## src/hdl/bcdl_pkg.sv

```systemverilog
// Shared constants for the button click / double-click / long-press detector.
package bcdl_pkg;

  localparam int unsigned TIME_W  = 32;
  localparam int unsigned CFG_W   = 16;
  localparam int unsigned PHASE_W = 3;
  localparam int unsigned EVENT_W = 2;
  localparam int unsigned CIDX_W  = 2;

  typedef logic [PHASE_W-1:0] phase_t;
  typedef logic [EVENT_W-1:0] event_t;
  typedef logic [CIDX_W-1:0]  cidx_t;

  localparam phase_t PH_IDLE   = 3'd0;
  localparam phase_t PH_DEB1   = 3'd1;
  localparam phase_t PH_HELD1  = 3'd2;
  localparam phase_t PH_LONG   = 3'd3;
  localparam phase_t PH_WINDOW = 3'd4;
  localparam phase_t PH_DEB2   = 3'd5;
  localparam phase_t PH_HELD2  = 3'd6;

  localparam event_t EV_NONE   = 2'd0;
  localparam event_t EV_SINGLE = 2'd1;
  localparam event_t EV_DOUBLE = 2'd2;
  localparam event_t EV_LONG   = 2'd3;

  localparam cidx_t REG_DEBOUNCE = 2'd0;
  localparam cidx_t REG_LONG     = 2'd1;
  localparam cidx_t REG_WINDOW   = 2'd2;

  localparam logic [CFG_W-1:0] DEBOUNCE_RST = 16'd25;
  localparam logic [CFG_W-1:0] LONG_RST     = 16'd2000;
  localparam logic [CFG_W-1:0] WINDOW_RST   = 16'd250;

endpackage

```

## src/hdl/button_click_double_long_detector.sv

```systemverilog
// Top level: key scan stream in, click / double-click / long-press event stream out.
//
// Each input word is one scan (key level, millisecond timestamp); each scan yields
// exactly one output word with the event code (0 none, 1 single, 2 double, 3 long).
// The block takes one scan per clock while out_tready stays high: a scan is registered,
// then the state machine step (one 32-bit wrapping subtract and a compare) runs into
// the output register. The user must write the timing registers through the cfg port
// only while idle; the block itself does not enforce this.
module button_click_double_long_detector (
  input  logic        clk,
  input  logic        rst_n,
  input  logic        in_tvalid,
  output logic        in_tready,
  input  logic [39:0] in_tdata,   // [0] key_level, [32:1] now_ms, [39:33] zero
  output logic        out_tvalid,
  input  logic        out_tready,
  output logic [7:0]  out_tdata,  // [1:0] key_event, [7:2] zero
  input  logic        cfg_valid,
  output logic        cfg_ready,
  input  logic [1:0]  cfg_index,
  input  logic [15:0] cfg_data
);

  logic [bcdl_pkg::CFG_W-1:0]  debounce_r;
  logic [bcdl_pkg::CFG_W-1:0]  long_r;
  logic [bcdl_pkg::CFG_W-1:0]  window_r;

  logic                        in_valid_r;
  logic                        key_r;
  logic [bcdl_pkg::TIME_W-1:0] now_r;

  bcdl_pkg::phase_t            phase_r;
  bcdl_pkg::phase_t            phase_nxt;
  logic [bcdl_pkg::TIME_W-1:0] entry_r;
  logic [bcdl_pkg::TIME_W-1:0] entry_nxt;
  logic [bcdl_pkg::TIME_W-1:0] elapsed;

  logic                        out_valid_r;
  bcdl_pkg::event_t            event_r;
  bcdl_pkg::event_t            event_nxt;

  logic                        advance;
  logic                        proc;
  logic                        deb_done;
  logic                        long_done;
  logic                        win_done;

  assign cfg_ready = 1'b1;

  always_ff @(posedge clk) begin
    if (!rst_n) begin
      debounce_r <= bcdl_pkg::DEBOUNCE_RST;
      long_r     <= bcdl_pkg::LONG_RST;
      window_r   <= bcdl_pkg::WINDOW_RST;
    end else if (cfg_valid) begin
      case (cfg_index)
        bcdl_pkg::REG_DEBOUNCE: debounce_r <= cfg_data;
        bcdl_pkg::REG_LONG:     long_r     <= cfg_data;
        bcdl_pkg::REG_WINDOW:   window_r   <= cfg_data;
        default: ;
      endcase
    end
  end

  assign advance   = !out_valid_r || out_tready;
  assign proc      = in_valid_r && advance;
  assign in_tready = !in_valid_r || advance;

  always_ff @(posedge clk) begin
    if (!rst_n) begin
      in_valid_r <= 1'b0;
    end else if (in_tready) begin
      in_valid_r <= in_tvalid;
    end
  end

  always_ff @(posedge clk) begin
    if (in_tvalid && in_tready) begin
      key_r <= in_tdata[0];
      now_r <= in_tdata[32:1];
    end
  end

  assign elapsed   = now_r - entry_r;
  assign deb_done  = elapsed >= {16'd0, debounce_r};
  assign long_done = elapsed >= {16'd0, long_r};
  assign win_done  = elapsed >= {16'd0, window_r};

  always_comb begin
    phase_nxt = phase_r;
    entry_nxt = entry_r;
    event_nxt = bcdl_pkg::EV_NONE;
    case (phase_r)
      bcdl_pkg::PH_IDLE: begin
        if (key_r) begin
          phase_nxt = bcdl_pkg::PH_DEB1;
          entry_nxt = now_r;
        end
      end
      bcdl_pkg::PH_DEB1: begin
        if (!key_r) begin
          phase_nxt = bcdl_pkg::PH_IDLE;
        end else if (deb_done) begin
          phase_nxt = bcdl_pkg::PH_HELD1;
          entry_nxt = now_r;
        end
      end
      bcdl_pkg::PH_HELD1: begin
        if (!key_r) begin
          phase_nxt = bcdl_pkg::PH_WINDOW;
          entry_nxt = now_r;
        end else if (long_done) begin
          phase_nxt = bcdl_pkg::PH_LONG;
          event_nxt = bcdl_pkg::EV_LONG;
        end
      end
      bcdl_pkg::PH_LONG: begin
        if (!key_r) phase_nxt = bcdl_pkg::PH_IDLE;
      end
      bcdl_pkg::PH_WINDOW: begin
        if (key_r) begin
          phase_nxt = bcdl_pkg::PH_DEB2;
          entry_nxt = now_r;
        end else if (win_done) begin
          phase_nxt = bcdl_pkg::PH_IDLE;
          event_nxt = bcdl_pkg::EV_SINGLE;
        end
      end
      bcdl_pkg::PH_DEB2: begin
        // noise: back to window, timed from second debounce entry
        if (!key_r) begin
          phase_nxt = bcdl_pkg::PH_WINDOW;
        end else if (deb_done) begin
          phase_nxt = bcdl_pkg::PH_HELD2;
          entry_nxt = now_r;
        end
      end
      bcdl_pkg::PH_HELD2: begin
        if (!key_r) begin
          phase_nxt = bcdl_pkg::PH_IDLE;
          event_nxt = bcdl_pkg::EV_DOUBLE;
        end
      end
      default: phase_nxt = bcdl_pkg::PH_IDLE;
    endcase
  end

  always_ff @(posedge clk) begin
    if (!rst_n) begin
      phase_r <= bcdl_pkg::PH_IDLE;
      entry_r <= '0;
    end else if (proc) begin
      phase_r <= phase_nxt;
      entry_r <= entry_nxt;
    end
  end

  always_ff @(posedge clk) begin
    if (!rst_n) begin
      out_valid_r <= 1'b0;
    end else if (advance) begin
      out_valid_r <= in_valid_r;
    end
  end

  always_ff @(posedge clk) begin
    if (proc) event_r <= event_nxt;
  end

  assign out_tvalid = out_valid_r;
  assign out_tdata  = {6'd0, event_r};

`ifndef SYNTHESIS
  a_long_enters_wait: assert property (@(posedge clk) disable iff (!rst_n)
    proc && event_nxt == bcdl_pkg::EV_LONG |=> phase_r == bcdl_pkg::PH_LONG)
    else $error("long press event without long-press phase");

  a_double_to_idle: assert property (@(posedge clk) disable iff (!rst_n)
    proc && event_nxt == bcdl_pkg::EV_DOUBLE |=> phase_r == bcdl_pkg::PH_IDLE)
    else $error("double click event did not return to idle");

  a_press_stamps_entry: assert property (@(posedge clk) disable iff (!rst_n)
    proc && phase_r == bcdl_pkg::PH_IDLE && key_r |=> entry_r == $past(now_r))
    else $error("debounce entry time not captured");

  a_stall_only_full: assert property (@(posedge clk) disable iff (!rst_n)
    !in_tready |-> in_valid_r && out_valid_r && !out_tready)
    else $error("input stalled while pipeline can move");
`endif

endmodule

```

## config.mk

```make
export PLATFORM = sky130hd
export DESIGN_NAME = button_click_double_long_detector
export DESIGN_NICKNAME = d
export VERILOG_FILES = /design/src/hdl/bcdl_pkg.sv /design/src/hdl/button_click_double_long_detector.sv
export SDC_FILE = /design/constraint.sdc
export NUM_CORES = 1
export LEC_CHECK = 0
export CELL_PAD_IN_SITES_DETAIL_PLACEMENT = 1
export CELL_PAD_IN_SITES_GLOBAL_PLACEMENT = 1
export CORE_UTILIZATION = 50
export CTS_CLUSTER_SIZE = 30
export DETAILED_ROUTE_END_ITERATION = 16
export DONT_BUFFER_PORTS = 1
export PLACE_DENSITY_LB_ADDON = 0.1
export SYNTH_ARGS = -nofsm -noshare
export SYNTH_HDL_FRONTEND = slang
export SYNTH_SLANG_ARGS = --single-unit
```

## constraint.sdc

```tcl
create_clock -name clk -period 7.5 [get_ports clk]
set_input_delay 0.375 -clock clk [delete_from_list [all_inputs] [get_ports clk]]
set_output_delay 0.375 -clock clk [all_outputs]
set_load 0.005 [all_outputs]
```

Word level (Yosys, flattened, before mapping)
Index checks and enable logic that the tools add are counted.
{"block": "word_totals", "latchBits": 0, "in_bits": 63, "rom_bits": 0, "n_memories": 0, "word_cells": 71, "mem_bits_rw": 0, "output_inout_bits": 11, "regBits": 120}
{"block": "classes", "add_sub_neg": 1, "shifts": 0, "mul": 0, "eq_ne": 18, "muxes": 22, "order_cmp": 3, "bitwise_logic": 0, "div_mod_pow": 0, "reduce_logical": 17}
{"operator": "32-bit 2-to-1 mux", "n": 4}
{"operator": "32-bit by 16-bit greater-or-equal comparator with 1-bit output", "n": 3}
{"operator": "32-bit one-hot mux with 3 select lines", "n": 1}
{"operator": "32-bit subtractor", "n": 1}
{"operator": "3-bit 2-to-1 mux", "n": 10}
{"operator": "3-bit one-hot mux with 6 select lines", "n": 1}
{"operator": "3-bit inequality test (second input constant)", "n": 4}
{"operator": "3-bit == test (second input constant)", "n": 3}
{"operator": "7-bit AND reduction", "n": 1}
{"operator": "3-bit by 2-bit == test with 1-bit output (second input constant)", "n": 2}
{"operator": "2-bit 2-to-1 mux", "n": 3}
{"operator": "2-bit by 1-bit inequality test with 1-bit output (second input constant)", "n": 3}
{"operator": "2-bit inequality test (second input constant)", "n": 3}
{"operator": "2-bit one-hot mux with 3 select lines", "n": 1}
{"operator": "2-bit AND reduction", "n": 3}
{"operator": "6-bit AND reduction", "n": 1}
{"operator": "2-bit OR reduction", "n": 3}
{"operator": "3-bit by 1-bit == test with 1-bit output (second input constant)", "n": 1}
{"operator": "3-bit logical NOT", "n": 1}
{"operator": "3-bit nonzero test", "n": 1}
{"operator": "2-bit by 1-bit == test with 1-bit output (second input constant)", "n": 1}
{"operator": "2-bit == test (second input constant)", "n": 1}
{"operator": "1-bit logical AND", "n": 2}
{"operator": "1-bit logical NOT", "n": 2}
{"operator": "3 further kinds", "n": 5}

Depth between registers and ports, before layout
{"block": "logic_depth", "word_depth": 5, "mapped_depth": 21}

Least setup slack after synthesis
No wires, ideal clock.
{"block": "synth_path", "path_type": "register to register", "from": "register now_r[4] (netlist name)", "to": "register phase_r[0]", "period_less_slack_ns": 4.279, "t_required_ns": 7.359, "setup_time_ns": 0.141, "path_slack_ns": 3.221, "stages_incl_launch_ff": 20, "arrival_ns": 4.138, "path_cell_list": "edfxtp_1 > ha_1 > a21o_1 > a31o_1 > o21a_1 > o21ai_0 > nand2b_1 > a31oi_1 > xnor2_1 > ha_1 > a21o_1 > a21o_1 > a2111o_1 > nor2_1 > o21a_1 > o21bai_1 > o311a_1 > or4b_1 > a41oi_1 > a311oi_1"}
{"block": "synth_between", "elab_chain_len": 4, "word_cells_on_any_way": 9, "cone_classes": "1 x add/sub; 3 x order compare; 4 x eq/ne; 1 x reduce/logical"}
{"item": "start, declared", "line_no": "button_click_double_long_detector.sv:30", "source": "logic [bcdl_pkg::TIME_W-1:0] now_r;"}
{"item": "start signal, assigned", "line_no": "button_click_double_long_detector.sv:80", "source": "now_r <= in_tdata[32:1];"}
{"item": "32-bit subtractor (*)", "line_no": "button_click_double_long_detector.sv:84", "source": "assign elapsed = now_r - entry_r;"}
{"item": "32-bit by 16-bit greater-or-equal comparator with 1-bit output, on equally long branches", "line_no": "button_click_double_long_detector.sv:86, button_click_double_long_detector.sv:85, button_click_double_long_detector.sv:87"}
{"item": "3-bit inequality test (no line)"}
{"item": "7-bit AND reduction (no line) (*)"}
{"item": "end signal, assigned", "line_no": "button_click_double_long_detector.sv:150", "source": "phase_r <= bcdl_pkg::PH_IDLE;"}
{"item": "end signal, assigned", "line_no": "button_click_double_long_detector.sv:153", "source": "phase_r <= phase_nxt;"}
{"item": "end, declared", "line_no": "button_click_double_long_detector.sv:32", "source": "bcdl_pkg::phase_t phase_r;"}
Every way passes the cells marked *; elsewhere a longest branch is shown, timed or not.
A chain may end at the register's enable or synchronous reset.

Final worst setup path
{"block": "layout_path", "from": "register now_r[0] (netlist name)", "to": "register phase_r[0]"}
The elaborated chain is that of the path after synthesis.

==> flow_summary_export.csv <==
group,metric,value,unit
logic_synthesis,netlist_area,7830,um^2
worst_setup_path,reg2reg_depth,19,
logic_synthesis,synth_cell_types,74,
sta,worst-slew-pin-transition,1.23,ns
layout,area_growth_syn_to_layout,8.31,%
routing,drt-met1-wl,8780,um
layout,fin_nets,1060,
sta,finalMaxSlewViolations,0,
layout,mostFrequentLayoutCells,"nand2_1, inv_1, dfxtp_1, a21oi_1, ha_1",
clock_tree,cts_root_buf,"clkbuf_16",
worst_setup_path,worstPathMaxFanout,3,
run_status,status,"complete, no violations",
run,maxCapViolations,0,
clock_tree,cts-resized-gates,0,
sta,timing.slew.headroom,0.181,
sta,min_period_over_period,0.713,
min_path,hold_class,"in -> reg",
clock_tree,htreeDepth,4,
min_path,worstHoldPathCells,1,
worst_setup_path,critPathKind,"reg -> reg",
worst_setup_path,cp-start-kind,"flip-flop",
place,place_ws,2.17,ns
logic_synthesis,synth-edff-count,35,
logic_synthesis,yosys_warnings,0,
logic_synthesis,synth_seq_area_share,0.352,
sta,rsz0062_at_grt,"no",
floorplan,fp.coreArea,15300,um^2
worst_setup_path,crit_chain,"inv_1 > ha_1 > fa_1 > nor2b_1 > o2111ai_1 > a21oi_1 > or2_2 > nor2_1 > xnor2_1 > ha_1 > a2111o_1 > a2111o_1 > nor2_1 > o21a_1 > o21bai_1 > o311a_1 > or4b_1 > a41oi_1 > a311oi_1",
routing,dr_wl_met2,11100,um
layout,layout_commonest_cell,"nand2_1",
routing,top_layer_used,"met4",
routing,via_per_inst,5.87,
worst_setup_path,crit_path_max_incr_delay,0.57,ns
logic_synthesis,avgSynthCellArea,8.31,um^2
power_and_ir_drop,ir_drop,0.157,mV
logic_synthesis,synth_seq_cells,120,
sta,period_minus_slack,5.35,ns
clock_tree,cts_hold_buf,0,
clock_tree,path_clk_slew,0.06,ns
place,dp_hpwl,15500,um
floorplan,dieArea,16200,um^2
worst_setup_path,critical-path-slowest-cell,"or4b_1",
floorplan,die_width,127,um
global_routing,grt_util_all_layers,0.275,
clock_tree,cts_tree,"done",
global_routing,grt_start_max_net_pins,82,
power_and_ir_drop,leakagePower,3.25,nW
sta,finClkSkew,0.00859,ns
floorplan,start_util,0.513,
logic_synthesis,synth-main-ff-cell,"dfxtp_1",
sta,final_hold_viol_count,0,
routing,vias,6697,
clock_tree,post_cts_buffers,0,
floorplan,die_y,127,um
layout,drive_gt1_frac,0.0462,
power_and_ir_drop,p_per_area,229,nW/um^2
logic_synthesis,ys_async_sr_fraction,0,
routing,drtPass1Iterations,4,
clock_tree,cts_buffers,17,
worst_setup_path,arrival,5.60,ns
sta,worst_slack,2.15,ns
place,gp_congestion,0.865,
routing,drt-total-wl,21400,um
routing,dr_wl_met3,879,um
global_routing,grt_pass1_vias,7189,
routing,drt_iter0_drc,353,
clock_tree,clock_sinks,120,
sta,setup_viol,0,
logic_synthesis,netlist_instances,942,
routing,drt_drc_violations_left,0,
sta,final.setup.tns,0,ns
worst_setup_path,worst_setup_path_end_kind,"flip-flop",
global_routing,grt_pass1_wl,34900,um
place,port_buffers,0,
routing,drt-wirelength-per-cell,18.8,um
sta,fmax,0.187,GHz
floorplan,rows,45,
worst_setup_path,crit_required,7.75,ns
clock_tree,clk_latency,0.43,ns
layout,insertedDiodeCount,0,
global_routing,antenna_found_initial,0,
routing,antenna_left,0,
global_routing,overflow,0,
clock_tree,clk_path_buf_depth,2,
floorplan,boundaryPins,74,
[sequential cells by signal, indices dropped and copies added, names as in the netlist]
| signal | flops |
|---|---|
| in_valid_r | 1 |
| window_r | 16 |
| event_r | 2 |
| long_r | 16 |
| now_r | 32 |
| out_tvalid | 1 |
| phase_r | 3 |
| debounce_r | 16 |
| entry_r | 32 |
| key_r | 1 |
[report_power, final]
| group | total [mW] | internal [mW] | switching [mW] |
|---|---|---|---|
| clock | 0.845 | 0.522 | 0.322 |
| sequential | 0.714 | 0.698 | 0.0164 |
| combinational | 0.383 | 0.147 | 0.236 |
| total | 1.94 | 1.37 | 0.575 |
[cell families after synthesis]
group | share of synthesized area
xor+xnor | 0.0190
other cells | 0.000960
fa+ha+maj | 0.129
compound gates | 0.194
simple gates | 0.188
buf+inv | 0.0755
mux | 0.0422
flops | 0.352
[stage by stage]
| stage | instances | util | hold slack (ns) | cell area, um^2 | power, mW |
|---|---|---|---|---|---|
| after floorplan | 947 | - | 0.435 | 7840 | 1.01 |
| after CTS | 1141 | 0.555 | 0.0188 | 8480 | 1.95 |
| after global placement | 1109 | 0.516 | 0.443 | 7870 | 1.08 |
| after detailed placement | 1109 | 0.516 | 0.453 | 7870 | 1.10 |
| after global routing | 1141 | 0.555 | 0.0275 | 8480 | 2.03 |
| final | 1141 | 0.555 | 0.0345 | 8480 | 1.94 |
[layout make-up]
cell class	count	area, um^2
well taps	211	264
flip-flops and latches	120	2750
inverters	89	334
clock inverters	15	178
clock buffers	17	425
fillers	1804	6780
repair buffers	2	15.0
multi-input cells	687	4510
[cells in the mapped netlist (all sizes together) (3+ instances only)]
cell type  number  area, um^2
o21a           14         105
ha             79         988
o41ai           3        26.3
mux2i          33         330
or3             7        43.8
nand2b          8        50.1
a21oi          81         405
and2            5        31.3
a31oi           8        50.1
a311oi          3        26.3
a2111oi         4        41.3
nor2           32         120
a2111o          4        45.0
nor2b           9        56.3
nand2         192         721
dfxtp          85        1700
xnor2          11        96.3
clkbuf         32         120
buf            19         136
nand4          11        68.8
nand3b          5        37.5
o21bai          5        37.5
a211oi          7        52.6
xor2            6        52.6
a21o           21         158
edfxtp         35        1050
a31o            3        26.3
o2111ai         5        43.8
o221ai          3        26.3
and4            4        35.0
nand3          14        70.1
o21ai          28         140
inv            89         334
o211ai         18         149
or2             3        18.8
nor3           16        80.1
[path summary, 6_finish.rpt]
check,start,end,slack (ns)
worst max-delay path,now_r[0],phase_r[0],2.15
worst min-delay path,rst_n,debounce_r[0],0.03
worst max register to register,now_r[0],phase_r[0],2.15
worst min register to register,entry_r[26],entry_r[26],0.46
[worst max-delay path, delay by kind of cell, from the launching register on]
| family | cells | cell delay [ns] |
|---|---|---|
| xor gates and xnor gates | 1 | 0.50 |
| adders and majority gates | 3 | 0.96 |
| AOI/OAI and AO/OA | 9 | 2.15 |
| and+or+nand+nor | 5 | 1.17 |
| DFF | 1 | 0.34 |
| buffers and inverters | 1 | 0.05 |
[per-layer routing]
layer,up-vias,global-route usage
met3,43,0.0565
li1,3241,-
met4,0,0.124
met1,3283,0.293
met5,-,0
met2,130,0.520
No activity file was read; power rests on OpenSTA's default activity.
